`config.mk`:
```
export PLATFORM = sky130hd
export DESIGN_NAME = sirb_div
export DESIGN_NICKNAME = d
export VERILOG_FILES = /design/src/rtl/core/sirb_pkg.sv /design/src/rtl/core/sirb_div.sv
export SDC_FILE = /design/constraint.sdc
export NUM_CORES = 1
export LEC_CHECK = 0
export ABC_AREA = 1
export BUFFER_PORTS_ARGS = -buffer_cell sky130_fd_sc_hd__buf_2
export CAP_MARGIN = 20
export CORE_MARGIN = 3
export CORE_UTILIZATION = 40
export CTS_CLUSTER_DIAMETER = 50
export CTS_CLUSTER_SIZE = 14
export DETAILED_ROUTE_END_ITERATION = 6
export SLEW_MARGIN = 40
export SYNTH_ARGS = -nofsm -noshare
export SYNTH_HDL_FRONTEND = slang
export SYNTH_SLANG_ARGS = --single-unit
```
`constraint.sdc`:
```
create_clock -name clk_i -period 2 [get_ports clk_i]
set_input_delay 0.1 -clock clk_i [delete_from_list [all_inputs] [get_ports clk_i]]
set_output_delay 0.1 -clock clk_i [all_outputs]
set_load 0.1 [all_outputs]
```
`src/rtl/core/sirb_pkg.sv`:
```
// Shared types, constants and codes for the snapshot interpolation ring buffer.
// Depends on nothing; every other file imports it.
`timescale 1ns / 1ps
`default_nettype none

package sirb_pkg;

  localparam int unsigned RingDepthDef = 16;
  localparam logic [15:0] DelayReset   = 16'd150;
  localparam int unsigned MinFill      = 2;

  localparam int unsigned NumW  = 48;
  localparam int unsigned DenW  = 32;
  localparam int unsigned FracW = 17;

  // Outcome codes
  localparam logic [2:0] OUT_PUSHED = 3'd0;
  localparam logic [2:0] OUT_INTERP = 3'd1;
  localparam logic [2:0] OUT_NEWEST = 3'd2;
  localparam logic [2:0] OUT_EQUAL  = 3'd3;
  localparam logic [2:0] OUT_FEW    = 3'd4;

  // Item kinds
  localparam logic KIND_PUSH  = 1'b0;
  localparam logic KIND_QUERY = 1'b1;

  // Register indexes
  localparam logic REG_DELAY = 1'b0;
  localparam logic REG_OWNED = 1'b1;

  typedef struct packed {
    logic [31:0] pos_x;
    logic [31:0] pos_y;
    logic [31:0] pos_z;
    logic [15:0] yaw;
    logic [15:0] pitch;
    logic [15:0] health;
    logic [15:0] anim_code;
    logic [7:0]  behav_code;
    logic [7:0]  flags;
    logic [31:0] target_id;
  } sirb_payload_t;

endpackage

`default_nettype wire

```
`src/rtl/core/sirb_div.sv`:
```
// Restoring unsigned divider, one quotient bit per cycle (48 / 32 bits).
// Depends on sirb_pkg.
`timescale 1ns / 1ps
`default_nettype none

module sirb_div (
  input  wire logic                    clk_i,
  input  wire logic                    rst_ni,
  input  wire logic                    start_i,
  input  wire logic [sirb_pkg::NumW-1:0] num_i,
  input  wire logic [sirb_pkg::DenW-1:0] den_i,
  output      logic                    busy_o,
  output      logic [sirb_pkg::NumW-1:0] quot_o
);
  import sirb_pkg::*;

  localparam int unsigned CntW = $clog2(NumW + 1);

  logic [CntW-1:0] cnt_q;
  logic            busy_q;
  logic [DenW-1:0] rem_q, den_q;
  logic [NumW-1:0] quo_q;
  logic [DenW:0]   rem_sh;
  logic            fits;

  assign rem_sh = {rem_q, quo_q[NumW-1]};
  assign fits   = rem_sh >= {1'b0, den_q};

  // Control: count the quotient bits
  always_ff @(posedge clk_i or negedge rst_ni) begin
    if (!rst_ni) begin
      busy_q <= 1'b0;
      cnt_q  <= '0;
    end else if (start_i) begin
      busy_q <= 1'b1;
      cnt_q  <= CntW'(NumW);
    end else if (busy_q) begin
      cnt_q <= cnt_q - 1'b1;
      if (cnt_q == CntW'(1)) begin
        busy_q <= 1'b0;
      end
    end
  end

  // Datapath: shift in one dividend bit, subtract when it fits
  always_ff @(posedge clk_i) begin
    if (start_i) begin
      rem_q <= '0;
      quo_q <= num_i;
      den_q <= den_i;
    end else if (busy_q) begin
      rem_q <= fits ? DenW'(rem_sh - {1'b0, den_q}) : rem_sh[DenW-1:0];
      quo_q <= {quo_q[NumW-2:0], fits};
    end
  end

  assign busy_o = busy_q;
  assign quot_o = quo_q;

endmodule

`default_nettype wire

```
After elaboration in Yosys (flattened, before gate mapping)
Cells that the tools add are included.
{ "totals": {"input_bits": 83, "ff_bits": 119, "output_inout_bits": 49, "elab_cells": 18} }
{ "classes": {"n_lt_le_gt_ge": 1, "add_sub_neg": 2, "eq_ne": 1, "muxes": 8, "n_reduce_logical": 1} }
{ "op_table": {"columns": ["op", "count"], "rows": [
  ["$mux 48", 2],
  ["$ge 33x32->1", 1],
  ["$mux 32", 1],
  ["$sub 32x32->32", 1],
  ["$mux 6", 2],
  ["$eq 6x1->1 const B", 1],
  ["$sub 6x1->6 const B", 1],
  ["$mux 1", 3],
  ["$reduce_bool 2->1", 1]
]} }

Logic depth before layout (Yosys ltp)
Gate-level depths: netlist of the first run.
{ "depth": {"depth_word": 4, "ltp_mapped": 17} }

Least setup slack after synthesis of the first run
No wires, ideal clock.
{ "synth_path": {"path_kind": "register to register", "from": "reg busy_q (netlist: busy_o)", "to": "reg quo_q[0] (netlist: quot_o[0]), enable pin", "arrival_ps": 2230, "stages_incl_launch_ff": 3, "required_ps": 1596, "n_path_buf": 0, "setup_ps": 404, "period_less_slack_ps": 2634, "setup_slack_ps": -634, "cell_sequence": "dfrtp_1 > nor2_1 > inv_1"} }
{ "synth_via": {"elab_chain_cells": 1} }
{ "synth_lines": {"columns": ["item", "line_no", "rtl"], "rows": [
  ["start: declaration", "sirb_div.sv:20", "logic busy_q;"],
  ["start signal: assignment", "sirb_div.sv:32", "busy_q <= 1'b0;"],
  ["start signal: assignment", "sirb_div.sv:35", "busy_q <= 1'b1;"],
  ["start signal: assignment", "sirb_div.sv:40", "busy_q <= 1'b0;"],
  ["$reduce_bool 2->1 (no line)", null, null],
  ["end signal: assignment", "sirb_div.sv:49", "quo_q <= num_i;"],
  ["end signal: assignment", "sirb_div.sv:53", "quo_q <= {quo_q[NumW-2:0], fits};"],
  ["end: declaration", "sirb_div.sv:22", "logic [NumW-1:0] quo_q;"]
]} }
No other way between the ends.
A chain may end at the register's enable or synchronous reset.

Final worst setup path of the first run
{ "layout_path": {"from": "reg den_q[26]", "to": "reg rem_q[13]"} }
{ "layout_via": {"elab_chain_cells": 2} }
{ "layout_lines": {"columns": ["item", "line_no", "rtl"], "rows": [
  ["start: declaration", "sirb_div.sv:21", "logic [DenW-1:0] rem_q, den_q;"],
  ["start signal: assignment", "sirb_div.sv:50", "den_q <= den_i;"],
  ["$ge 33x32->1", "sirb_div.sv:27", "assign fits = rem_sh >= {1'b0, den_q};"],
  ["$mux 32", "sirb_div.sv:52", "rem_q <= fits ? DenW'(rem_sh - {1'b0, den_q}) : rem_sh[DenW-1:0];"],
  ["end signal: assignment", "sirb_div.sv:52", null],
  ["end: declaration", "sirb_div.sv:21", null]
]} }
No other way between the ends.

==> impl_metrics.tcl, run 1 <==
set metrics [dict create \
    clk_latency_ns 0.44 \
    place.port_buffers 131 \
    pwr_density_cell_nw_per_um2 707 \
    row_count 49 \
    ys_ff_latch 119 \
    drive_above_1_share_pct 26.2 \
    area_growth_pct 46.8 \
    cts_tree "done" \
    drt-pass1-iter-count 5 \
    post-route-util_pct 60.6 \
    cts_buffers 17 \
    fin_total_pwr_mw 7.77 \
    routabilityCongestion 0.892 \
    place_hpwl_um 14700 \
    vias 7395 \
    ys_warn_count 0 \
    path_class "reg -> reg" \
    antenna_found_initial 0 \
    synthDistinctLibCells 38 \
    antennaDiodeCount 0 \
    final.setup.worst_slack_ns -0.0992 \
    critPathMostFrequentCell "nand2_2" \
    htree_levels 4 \
    failed_checks "negative setup slack" \
    clock_sinks 119 \
    min_period_ns 2.10 \
    ys_top_cells_by_area "edfxtp_1 32%, nand2_1 25%, inv_1 9.1%" \
    fp.dieW_um 143 \
    synth-async-reset-ratio_pct 5.88 \
    outcome "finished with violations" \
    cp_slowest_cell "edfxtp_1" \
    finalSetupViolCount 33 \
    synth_cells 1067 \
    worst_clock_skew_ns 0.0173 \
    die_h_um 143 \
    drt_wl_total_um 21300 \
    endpoint_kind "flip-flop" \
    holdWs_ns 0.0320 \
    crit_chain "inv_2, ha_4, nand2_2, nand2_2, a21oi_2, nor2_1, nor2_1, nand2_2, a21oi_4, buf_12, buf_12, nand3_1, nand3_2, nand2_1" \
    fin_tns_setup_ns -1.63 \
    nets 1481 \
    syn_area_per_cell_sq_um 7.01 \
    first_iter_violations 331 \
    period_share_pct 105 \
    grt_pass1_wl_um 35300 \
    syn_nets 1185 \
    cts-root-buf "clkbuf_16" \
    drcViolationCount 0 \
    max_freq_ghz 0.476 \
    synth_top_area_share_pct 32.1 \
    coreArea_sq_um 18100 \
    ant_nets 0 \
    setup.worst_path.start_class "flip-flop" \
    wl_per_cell_um 13.3 \
    yosysTopAreaCell "edfxtp_1" \
    cp.required_ns 2.32 \
    worst_pin_slew_ns 0.579 \
    max-cap-violations 0 \
    grt_max_degree 52 \
    dieArea_sq_um 20400 \
    syn_area_sq_um 7480 \
    drv_slew 0 \
    grt-ovfl-total 0 \
    critPathArrivalTime_ns 2.42 \
    path_clk_slew_ns 0.07 \
    leakagePower_nw 5.77 \
    start_util_pct 41.2 \
    ys.flop_type "edfxtp_1" \
    hold_violations 0 \
    clk_path_buf_depth 2 \
    slew_headroom_pct 61.4 \
    seq_area_frac_synth_pct 43.0 \
    rsz0062_at_grt "yes" \
    via_per_inst 4.61 \
    n_fill_cell 1618 \
    slowest_delay_ns 0.38 \
    hold_path_class "in -> async" \
    track_usage_pct 21.5 \
    synth_edf_count 80 \
    ir_worst_vdd_mv 0.552 \
    crit_fanout 6 \
    grt_pass1_vias 7365 \
    pin_count 132 \
]
## synthesized netlist by cell type, drive strengths merged (2+ instances only)
| library cell | number |
|---|---|
| inv | 184 |
| nand2 | 499 |
| o21bai | 2 |
| ha | 34 |
| a21oi | 25 |
| nand4 | 2 |
| nand3 | 79 |
| o21ai | 5 |
| buf | 13 |
| clkbuf | 14 |
| nor2 | 48 |
| xnor2 | 13 |
| clkinv | 2 |
| edfxtp | 80 |
| nor3 | 6 |
| nand3b | 11 |
| and2 | 3 |
| dfxtp | 32 |
| dfrtp | 7 |
## stage by stage
step	area [sq um]	cells	worst slack, ns
global route	11000	1605	-0.195
global placement	9060	1486	-0.0746
CTS	10600	1602	-0.0881
finish	11000	1605	-0.0992
floorplan	7570	1067	-0.415
detailed placement	9060	1486	-0.0961
## cell type report
cell class	instances	area (sq um)	share of cell area [%]
clock buffer	17	425	3.87
clock inverter	15	151	1.38
inverter	186	702	6.39
multi-input combinational	735	3920	35.6
sequential	119	3220	29.3
tap	229	287	2.61
timing repair buffer	304	2290	20.8
## layout by cell type (no fill, tap or decap), types with 23 or more instances in the layout
cell and n:
inv_1 171, buf_2 130, dlygate4sd3_1 80, buf_4 82, nor2_1 37, nand2_1 465
nand3_1 67, ha_4 23, dfxtp_1 32, edfxtp_1 80, nand2_2 30
## path summary, 6_finish.rpt
path	depth (start not counted)	to	slack, ns	startpoint
worst min register to register	2	rem_q[0]	0.47	rem_q[0]
max in group asynchronous	2	busy_o	1.78	rst_ni
min in group clk_i	3	quot_o[0]	0.03	num_i[0]
worst max-delay path	14	rem_q[13]	-0.1	den_q[26]
worst min-delay path	2	cnt_q[5]	0.03	rst_ni
worst max register to register	14	rem_q[13]	-0.1	den_q[26]
## sequential cells by signal, indices dropped and copies added (netlist names)
signal and count:
quot_o 48, cnt_q 6, rem_q 32, busy_o 1, den_q 32
## worst max-delay path: cells and delay by family (launching register included)
kind	cells	cell delay (ns)
AO/OA/AOI/OAI	2	0.32
flip-flops	1	0.38
adder cells (fa/ha/maj)	1	0.21
AND/OR/NAND/NOR	8	0.70
buffers and inverters	3	0.36
## cells by family (layout without fill, tap and decap cells)
logic type / after synthesis / in the layout / synth area share, %
buffers and inverters: 213 / 522 / 11.2
DFF: 119 / 119 / 43.0
xor gates and xnor gates: 14 / 14 / 1.64
AOI/OAI and AO/OA: 36 / 36 / 2.79
and+or+nand+nor: 650 / 650 / 35.4
adders and majority gates: 35 / 35 / 5.95
## metal layers
| layer | wire length [um] | global-route usage [%] | vias to the layer above | part of all wire (%) |
|---|---|---|---|---|
| li1 | - | - | 3872 | - |
| met1 | 9800 | 28.0 | 3304 | 46 |
| met2 | 10100 | 35.6 | 192 | 47 |
| met3 | 1140 | 5.19 | 27 | 5.4 |
| met4 | 308 | 6.10 | 0 | 1.4 |
| met5 | 0 | 0 | - | 0 |
## power breakdown
| group | internal (mW) | switching (mW) | leakage (nW) |
|---|---|---|---|
| clock | 1.66 | 1.38 | 0.280 |
| combinational | 0.574 | 1.24 | 4.31 |
| sequential | 2.82 | 0.0982 | 1.18 |
| total | 5.06 | 2.71 | 5.77 |
## repair_timing
item,4_1_cts,5_1_grt
pin swaps,5,8
endpoints found under the setup margin,33,33
gates resized for setup,28,57
hold buffers,80,0
endpoints found under the hold margin,86,0
buffers inserted,3,2
cloned,1,1
Power figures use the tool's default switching activity.
==> inputs of run 2 (changes only) <==
ABC_AREA = unset   (was 1)
==> impl_metrics.tcl, run 2 <==
set metrics [dict create \
    track_usage_pct 21.1 \
    setup.worst_path.start_class "flip-flop" \
    swShare_pct 39.4 \
    nets 1071 \
    coreArea_sq_um 16100 \
    worst_clock_skew_ns 0.0120 \
    area_growth_pct 55.7 \
    ys_warn_count 0 \
    internal-power_mw 7.91 \
    largest_register_ffs 48 \
    crit_fanout 27 \
    synthDistinctLibCells 58 \
    critPathArrivalTime_ns 3.10 \
    grt_pass1_wl_um 30800 \
    p_seq_share_pct 25.8 \
    synth_xor_area_share_pct 3.94 \
    clkPwrFrac_pct 23.5 \
    critPathMostFrequentCell "buf_12" \
    max-cap-violations 0 \
    drcViolationCount 0 \
    final_area_sq_um 10400 \
    layout.cells.non_filler 1182 \
    first_iter_violations 223 \
    fin_tns_setup_ns -22.00 \
    cts-root-buf "clkbuf_16" \
    synth-simple-area-share_pct 10.2 \
    layout_commonest_cell "buf_2" \
    cts_buffers 17 \
    synth_top_area_share_pct 36.1 \
    grt_pass1_vias 6391 \
    fp.dieW_um 135 \
    ys_top_cells_by_count "80 x edfxtp_1, 55 x nor2_1, 48 x mux2_2" \
    drt_wl_total_um 18800 \
    ys_ff_latch 119 \
    place.port_buffers 131 \
    grt-ovfl-total 0 \
    drv_slew 0 \
    ys.flop_type "edfxtp_1" \
    ir_worst_vdd_mv 0.717 \
    hold_path_class "in -> reg" \
    synth-adder-area-share_pct 6.69 \
    post-route-util_pct 64.4 \
    finalSetupViolCount 33 \
    endpoint_kind "flip-flop" \
    hold_violations 0 \
    max_freq_ghz 0.360 \
    place_area_sq_um 8480 \
    synth_cells 620 \
    syn_nets 738 \
    vias 5941 \
    slew_headroom_pct 53.3 \
    failed_checks "negative setup slack" \
    path_clk_slew_ns 0.06 \
    cp_slowest_cell "edfxtp_1" \
    outcome "finished with violations" \
    cts_tree "done" \
    period_share_pct 139 \
    clock_sinks 119 \
    synthMuxAreaShare_pct 9.62 \
    seq_area_frac_synth_pct 48.3 \
    ys_top_cells_by_area "edfxtp_1 36%, dfxtp_1 9.6%, mux2_2 8.1%" \
    cp.required_ns 2.33 \
    pwr_density_cell_nw_per_um2 1260 \
    final.setup.worst_slack_ns -0.778 \
    clk_path_buf_depth 2 \
    slowest_delay_ns 0.38 \
    start_util_pct 41.3 \
    p_comb_share_pct 50.7 \
    wl_per_cell_um 15.9 \
    min_period_ns 2.78 \
    synth-async-reset-ratio_pct 5.88 \
    synth_top_family_by_area "compound AO/OA/AOI/OAI gates" \
    syn_area_sq_um 6660 \
    place_hpwl_um 12000 \
    row_count 46 \
    dieArea_sq_um 18200 \
    drt-pass1-iter-count 5 \
    layout_common_cells "130 x buf_2, 125 x buf_4, 80 x edfxtp_1, 80 x dlygate4sd3_1, 52 x nor2_1" \
    grt_max_degree 62 \
    worst_pin_slew_ns 0.701 \
    antenna_found_initial 0 \
    path_class "reg -> reg" \
    crit_chain "inv_2, ha_4, a211o_1, a21oi_4, nor2_2, o31a_1, nor4_4, o21ai_4, buf_12, buf_12, nand2_2, o21ai_2, a211oi_2" \
    via_per_inst 5.03 \
    drive_above_1_share_pct 45.2 \
    yosysMostFrequentCell "edfxtp_1" \
    rsz0062_at_grt "yes" \
    syn_area_per_cell_sq_um 10.7 \
    routabilityCongestion 0.861 \
    pin_count 132 \
    leakagePower_nw 4.54 \
    switchingPower_mw 5.13 \
    preCtsSetupSlack_ns -0.812 \
    synth_edf_count 80 \
    die_h_um 135 \
    n_fill_cell 1283 \
    yosysTopAreaCell "edfxtp_1" \
    ant_nets 0 \
    dp_cells 1056 \
    clk_latency_ns 0.42 \
    antennaDiodeCount 0 \
    htree_levels 4 \
    synth_compound_area_share_pct 16.1 \
]
## run 2: cell types whose count changed after synthesis, sizes merged, moves of 7 or more
cell,before,now
a211oi,0,31
a21o,1,17
a21oi,25,39
inv,184,44
mux2,0,48
mux2i,0,10
nand2,499,44
nand3,79,2
nand3b,11,2
nor2,48,55
o21ai,5,33
xnor2,13,23
## run 2: path summary, 6_finish.rpt
path	startpoint	to	slack (ns)	cells after the start
max	den_q[14]	rem_q[12]	-0.78	13
min	num_i[16]	quot_o[16]	0.03	2
max reg2reg	den_q[14]	rem_q[12]	-0.78	13
min reg2reg	rem_q[26]	rem_q[26]	0.51	2
max in group asynchronous	rst_ni	busy_o	1.77	2
min in group asynchronous	rst_ni	cnt_q[5]	0.05	2
## run 2: worst max-delay path: cells and delay by family (launching register included)
kind / cells / cell delay, ns
AO/OA/AOI/OAI: 6 / 1.23
adder cells (fa/ha/maj): 1 / 0.19
buffers and inverters: 3 / 0.41
flip-flops: 1 / 0.38
AND/OR/NAND/NOR: 3 / 0.46
## run 2: timing repair
item | CTS | global route
endpoints found under the hold margin | 86 | 0
setup endpoints to repair | 33 | 33
gates cloned | 2 | 0
hold buffers | 80 | 0
pin swaps | 14 | 24
resized for setup | 48 | 33
setup buffers | 8 | 7
## run 2: cells by family after synthesis
kind of cell    count (synthesis)
compound gates                153
fa+ha+maj                      35
simple gates                  148
buf+inv                        77
mux                            58
flops                         119
xor+xnor                       30
## run 2: power by group through the flow
stage	clock, mW	sequential, mW	combinational [mW]
after floorplan	0	4.21	2.98
after global placement	0	3.35	5.70
after detailed placement	0	3.36	5.79
after CTS	3.10	3.36	6.46
after global routing	3.21	3.42	7.13
final	3.06	3.37	6.61
## run 2: per-layer routing
| layer | vias up | wire [um] | global-route usage, % |
|---|---|---|---|
| li1 | 2926 | - | - |
| met1 | 2839 | 8030 | 25.7 |
| met2 | 152 | 9450 | 36.1 |
| met3 | 24 | 1020 | 5.92 |
| met4 | 0 | 337 | 6.89 |
| met5 | - | 0 | 0 |
## run 2: per-stage QoR
step | hold slack (ns) | power [mW]
floorplan | -0.196 | 7.19
global placement | -0.0675 | 9.06
detailed placement | -0.0568 | 9.15
CTS | 0.00535 | 12.9
global route | 0.00920 | 13.8
finish | 0.0312 | 13.0
## run 2: cell type report
cell class	count	area, sq um	share of cell area (%)
sequential	119	3220	31.1
tap	216	270	2.61
clock buffer	17	425	4.10
inverter	44	165	1.59
multi-input combinational	424	3580	34.5
timing repair buffer	347	2560	24.7
clock inverter	15	154	1.48
